## config.mk

```make
export PLATFORM = sky130hd
export DESIGN_NAME = wcg_phase
export DESIGN_NICKNAME = d
export VERILOG_FILES = /design/src/rtl/wcg_pkg.sv /design/src/rtl/wcg_phase.sv
export SDC_FILE = /design/constraint.sdc
export NUM_CORES = 2
export LEC_CHECK = 0
export ABC_AREA = 1
export BUFFER_PORTS_ARGS = -buffer_cell sky130_fd_sc_hd__buf_4
export CAP_MARGIN = 40
export CORE_MARGIN = 2
export CORE_UTILIZATION = 45
export CTS_CLUSTER_SIZE = 10
export DETAILED_ROUTE_END_ITERATION = 16
export HOLD_SLACK_MARGIN = 0.15
export PLACE_DENSITY = 0.57
export REMOVE_ABC_BUFFERS = 1
export SYNTH_ARGS = -nofsm -noshare
export SYNTH_HDL_FRONTEND = slang
export SYNTH_SLANG_ARGS = --single-unit
```

## constraint.sdc

```tcl
create_clock -name i_clk -period 19.9 [get_ports i_clk]
set_input_delay 3.98 -clock i_clk [delete_from_list [all_inputs] [get_ports i_clk]]
set_output_delay 3.98 -clock i_clk [all_outputs]
set_load 0.01 [all_outputs]
```

## src/rtl/wcg_pkg.sv

```systemverilog
`default_nettype none

package wcg_pkg;

    // field and register widths
    localparam int INDEX_W = 13;
    localparam int LEN_W   = 14;
    localparam int COEF_W  = 16;
    localparam int PHASE_W = 32;
    localparam int CFG_IDX_W = 2;

    localparam logic [LEN_W-1:0] MAX_POINTS = 14'd8192;

    // register indexes on the config port
    localparam logic [CFG_IDX_W-1:0] CFG_LENGTH = 2'd0;
    localparam logic [CFG_IDX_W-1:0] CFG_KIND   = 2'd1;

    typedef enum logic [1:0] {
        KIND_RECT,
        KIND_HANN,
        KIND_HAMMING,
        KIND_FLAT
    } t_kind;

    // phase divider: one quotient bit per step, DIV_STEP steps per stage
    localparam int DIV_BITS   = INDEX_W + PHASE_W;
    localparam int DIV_STEP   = 3;
    localparam int DIV_STAGES = DIV_BITS / DIV_STEP;

    // Q30 fixed point
    localparam logic [30:0] ONE_Q30 = 31'd1073741824;

    // 2*pi in Q32 split as C_HI * 2^32 + C_LO
    localparam logic [30:0] C_LO = 31'd1216271633;
    localparam logic [2:0]  C_HI = 3'd6;

    localparam int SERIES_TERMS = 6;
    localparam int TRIG_LAT     = 4 + 3 * SERIES_TERMS + 2;

    localparam logic [7:0] DIV_COS [SERIES_TERMS] =
        '{8'd132, 8'd90, 8'd56, 8'd30, 8'd12, 8'd2};
    localparam logic [7:0] DIV_SIN [SERIES_TERMS] =
        '{8'd156, 8'd110, 8'd72, 8'd42, 8'd20, 8'd6};

    // floor(2^32 / divisor)
    localparam logic [31:0] RCP_COS [SERIES_TERMS] = '{
        32'(64'h1_0000_0000 / 64'd132), 32'(64'h1_0000_0000 / 64'd90),
        32'(64'h1_0000_0000 / 64'd56),  32'(64'h1_0000_0000 / 64'd30),
        32'(64'h1_0000_0000 / 64'd12),  32'(64'h1_0000_0000 / 64'd2)};
    localparam logic [31:0] RCP_SIN [SERIES_TERMS] = '{
        32'(64'h1_0000_0000 / 64'd156), 32'(64'h1_0000_0000 / 64'd110),
        32'(64'h1_0000_0000 / 64'd72),  32'(64'h1_0000_0000 / 64'd42),
        32'(64'h1_0000_0000 / 64'd20),  32'(64'h1_0000_0000 / 64'd6)};

    // window coefficients, Q30
    localparam logic [29:0] HANN_A     = 30'd536870912;
    localparam logic [29:0] HAMMING_A0 = 30'd583555339;
    localparam logic [29:0] HAMMING_A1 = 30'd490186485;
    localparam logic [29:0] FLAT_A0    = 30'd231476135;
    localparam logic [29:0] FLAT_A1    = 30'd447354753;
    localparam logic [29:0] FLAT_A2    = 30'd297709049;
    localparam logic [29:0] FLAT_A3    = 30'd89742211;
    localparam logic [29:0] FLAT_A4    = 30'd7459680;

endpackage

`default_nettype wire

```

## src/rtl/wcg_phase.sv

```systemverilog
`default_nettype none

// Pipelined long division: {index, 32'b0} / divisor, low 32 quotient bits
module wcg_phase (
    input  logic                        i_clk,
    input  logic                        i_rst_n,
    input  logic                        i_valid,
    input  logic [wcg_pkg::INDEX_W-1:0] i_index,
    input  logic [wcg_pkg::INDEX_W-1:0] i_divisor,
    output logic                        o_valid,
    output logic [wcg_pkg::PHASE_W-1:0] o_phase
);

    localparam int NSTG = wcg_pkg::DIV_STAGES;
    localparam int NB   = wcg_pkg::DIV_BITS;
    localparam int IW   = wcg_pkg::INDEX_W;

    logic [IW-1:0] r_rem [NSTG];
    logic [NB-1:0] r_num [NSTG];
    logic          r_v   [NSTG];

    for (genvar gs = 0; gs < NSTG; gs++) begin : g_stage
        logic [IW-1:0] rem_in;
        logic [NB-1:0] num_in;
        logic          v_in;
        logic [IW-1:0] n_rem;
        logic [NB-1:0] n_num;
        logic [IW:0]   sh;

        if (gs == 0) begin : g_first
            assign rem_in = '0;
            assign num_in = {i_index, {wcg_pkg::PHASE_W{1'b0}}};
            assign v_in   = i_valid;
        end else begin : g_next
            assign rem_in = r_rem[gs-1];
            assign num_in = r_num[gs-1];
            assign v_in   = r_v[gs-1];
        end

        always_comb begin
            n_rem = rem_in;
            n_num = num_in;
            sh    = '0;
            for (int j = 0; j < wcg_pkg::DIV_STEP; j++) begin
                sh    = {n_rem, n_num[NB-1]};
                n_num = {n_num[NB-2:0], 1'b0};
                if (sh >= {1'b0, i_divisor}) begin
                    n_rem    = IW'(sh - {1'b0, i_divisor});
                    n_num[0] = 1'b1;
                end else begin
                    n_rem = sh[IW-1:0];
                end
            end
        end

        always_ff @(posedge i_clk) begin
            if (!i_rst_n) begin
                r_v[gs] <= 1'b0;
            end else begin
                r_v[gs] <= v_in;
            end
            r_rem[gs] <= n_rem;
            r_num[gs] <= n_num;
        end
    end

    assign o_valid = r_v[NSTG-1];
    assign o_phase = r_num[NSTG-1][wcg_pkg::PHASE_W-1:0];

endmodule

`default_nettype wire

```

# [Yosys cells after proc, flatten, opt, wreduce, memory -nomap -nowiden]
# Memory sizes are Yosys's and may differ from the RTL's.
# Index checks and enable logic that the tools add are counted.
[word_totals] register_bits=0 mem_count=3 word_cells=215 ram_bits=885
[memory_table] memory="r_num" depth=15 width=45 read_ports=15 rd_clocked_by_memory_dff=0 wr=15 line="wcg_phase.sv:19" text="logic [NB-1:0] r_num [NSTG];"
[memory_table] memory="r_rem" depth=15 width=13 read_ports=14 rd_clocked_by_memory_dff=0 wr=15 line="wcg_phase.sv:18" text="logic [IW-1:0] r_rem [NSTG];"
[memory_table] memory="r_v" depth=15 width=1 read_ports=15 rd_clocked_by_memory_dff=0 wr=15 line="wcg_phase.sv:20" text="logic r_v [NSTG];"
[op_classes] add_sub_neg=45 muxes=107 bitwise_logic=15 n_lt_le_gt_ge=45
[op_table] operator="$ge A14 B13 Y1" n=44
[op_table] operator="$mux W13" n=45
[op_table] operator="$sub A13 B13 Y13" n=44
[op_table] operator="$mux W1" n=62
[op_table] operator="$or A1 B1 Y1" n=15
[op_table] operator="$ge A1 B13 Y1" n=1
[op_table] operator="$sub A1 B13 Y13" n=1

# [Logic depth before layout (Yosys ltp)]
# An unclocked memory read counts as a cell.
[logic_depth] ltp_word=7 depth_mapped=45 ltp_nobuf=40

# [Worst setup path after synthesis]
# No wires, ideal clock.
[synth_timing] kind="input -> register" startpoint="in i_divisor[3] (netlist bit)" endpoint="mem r_rem[0][43] (netlist bit)" arrival_time_ns=9.473 stages=35 path_buffers=4 setup_ns=0.058 setup_slack_ns=10.369 cell_sequence="inv_1 > ha_1 > a21oi_1 > nand2_1 > nand2_1 > nand2_1 > nand2_1 > nand3_2 > buf_2 > o21ai_0 > inv_1 > ha_1 > nand2_1 > inv_1 > a21boi_0 > nand3_1 > a21oi_2 > nand3_1 > buf_4 > buf_2 > nand2_1 > nand2_1 > ha_1 > a21oi_1 > o21ai_0 > nand2_1 > nand3_1 > nand2_1 > nand3_1 > a21oi_1 > nand2_1 > nor2_2 > buf_2 > nand2_1 > nand2_1"
[synth_lines] element="start: declaration" line="wcg_phase.sv:9" text="input logic [wcg_pkg::INDEX_W-1:0] i_divisor,"
[synth_lines] element="end: declaration" line="wcg_phase.sv:18"

==> out/qor.yml <==
hold_path.class: "flip-flop to flip-flop"
period_needed_ps: 11490
yosysWarnings: 0
slowest_stage: "clkinv_2"
std_cell_rows: 110
cts-root-buf: "clkbuf_16"
synth.distinct_cells: 58
hp-start: "r_num[1][46]$_DFF_P_"
setup_viol: 0
drt_iter0_markers: 2542
antenna_found_initial: 1
slowest_delay_ps: 650
status: "finished clean"
grt_max_degree: 70
io_buffer_count: 61
drive_gt1_share_pct: 5.365
syn_area_per_cell_um2: 6.525
ys_ff_latch: 406
yosysTopAreaCell: "dfxtp_1"
final_hold_viol_count: 0
ys_async_sr_fraction_pct: 0
min_path_cells: 0
clk_pin_slew_ps: 60
synth_cells: 6295
rsz0062_at_grt: "no"
utilization_pct: 48.96
worstPathRequired_ps: 20490
route.detailed.drc: 0
chipWidth_um: 306.1
holdBufCountCts: 0
reg2regPathDepth: 31
drv_slew: 0
ant_nets: 0
postCtsSetupRepairBufs: 0
chipHeight_um: 306.1
grt_pass1_wl_um: 188500
cp.arrival_ps: 12070
max-cap-violations: 0
viasPerCell: 5.189
fin_setup_tns_ps: 0
synth.most_common_cell: "nand2_1"
antennaDiodeCount: 0
max_freq_mhz: 87.06
cts_resized: 0
crit_path_start_kind: "input pin"
area_growth_pct: 7.624
period_share_pct: 57.72
grt_pass1_vias: 37137
insertion_delay_ps: 650
coreArea_um2: 90290
grt-ovfl-total: 0
io-pin-count: 62
cp_max_fo: 22
via_count: 39182
rr_startpoint: "r_rem[0][91]$_SDFF_PN0_"
ys_seq_area_share_pct: 19.79
synth-edff-count: 0
place_congestion: 0.9038
reg2reg_to: "r_rem[1][2]$_DFF_P_"
htree_levels: 2
drtPass1Iterations: 5
cts_buffer_depth: 3
cpMostUsedCell: "nand2_1"
crit_type: "input pin to flip-flop"
nets: 6953
synthTopCellsByCount: "nand2_1, inv_1, ha_1"
maxSlewHeadroom_pct: 45.21
hpwl_um: 88410
worstSetupEndpointType: "flip-flop"
ys.flop_type: "dfxtp_1"
grtUsageTotal_pct: 24.39
wl_um: 115100
min_to: "r_num[1][94]$_DFF_P_"
wl_per_cell_um: 15.24
fin_skew_ps: 24.10
start_util_pct: 45.49
rrSetupSlack_ps: 12870
tritoncts: "built"
clock-sinks: 406
worst_pin_slew_ps: 818.9
die_area_um2: 93710
yosys.area.top_type_share_pct: 19.79
cts_inserted_buffers: 52
syn_area_um2: 41080
ys_top_cells_by_area: "dfxtp_1, nand2_1, ha_1"
area by class of cell:
type / instances / area [µm²]
fill: 9414 / 46080
inverter: 646 / 2442
clock buffer: 64 / 1376
tap: 1176 / 1471
clock inverter: 16 / 170.2
multi-input combinational: 5153 / 29930
sequential: 406 / 8128
timing repair buffer: 90 / 691.9
per-stage QoR:
stage	area (µm²)	hold slack (ps)	setup WS [ps]	std cells
finish	44210	315.5	8413	7551
floorplan	40480	309.6	10180	6205
CTS	44210	313.0	8426	7551
global route	44210	325.8	7715	7551
detailed placement	42660	312.1	7748	7471
global placement	42640	309.6	7719	7469
per-layer routing:
metal | global-route usage [%] | wire (µm) | part of all wire, %
met2 | 41.17 | 51810 | 45
met5 | 0 | 0 | 0
met3 | 2.613 | 4215 | 3.7
met4 | 4.913 | 2014 | 1.8
met1 | 33.60 | 57050 | 50
worst max-delay path, delay by kind of cell:
family / cells / cell delay [ps]
AO/OA/AOI/OAI: 7 / 2090
adder cells (fa/ha/maj): 4 / 1270
buffers and inverters: 5 / 2060
AND/OR/NAND/NOR: 14 / 2600
how the worst max path moves through the flow:
stage / startpoint / endpoint / slack [ps] / cells past startpoint
finish: i_divisor[1] / r_rem[1][2]$_DFF_P_ / 8410 / 30
CTS: i_divisor[1] / r_rem[1][2]$_DFF_P_ / 8430 / 30
floorplan: i_divisor[3] / r_rem[0][41]$_DFF_P_ / 10180 / 31
detailed placement: i_divisor[1] / r_rem[1][2]$_DFF_P_ / 7750 / 30
global route: i_divisor[1] / r_rem[1][4]$_DFF_P_ / 7710 / 30
global placement: i_divisor[1] / r_rem[1][3]$_DFF_P_ / 7720 / 30
state kept, by name (all words and copies together), names as in the netlist:
register and cells:
r_v 15, r_num 209, r_rem 182
kinds of logic after synthesis:
logic type,after synthesis,share of synthesized area [%]
AO/OA/AOI/OAI,1000,13.87
XOR/XNOR,411,8.764
adder cells (fa/ha/maj),575,17.94
buffers and inverters,736,7.353
flip-flops,406,19.79
AND/OR/NAND/NOR,3167,32.29
layout by cell type (no fill, tap or decap), types with 22 or more instances in the layout:
cell,count
nand2_1,2051
nor2_1,449
nor3_1,53
nand3_2,22
buf_4,88
o21bai_1,40
nand3_1,381
a21o_1,59
dfxtp_1,406
ha_1,552
a21oi_1,417
xor2_1,243
o21ai_2,28
a31oi_1,42
inv_1,622
or2_2,28
clkbuf_16,52
nand4_1,98
fa_1,23
xnor2_1,168
o21ai_0,304
Power is not shown: default switching activity piles up to over one toggle a cycle in this logic, so the estimate is an artifact.
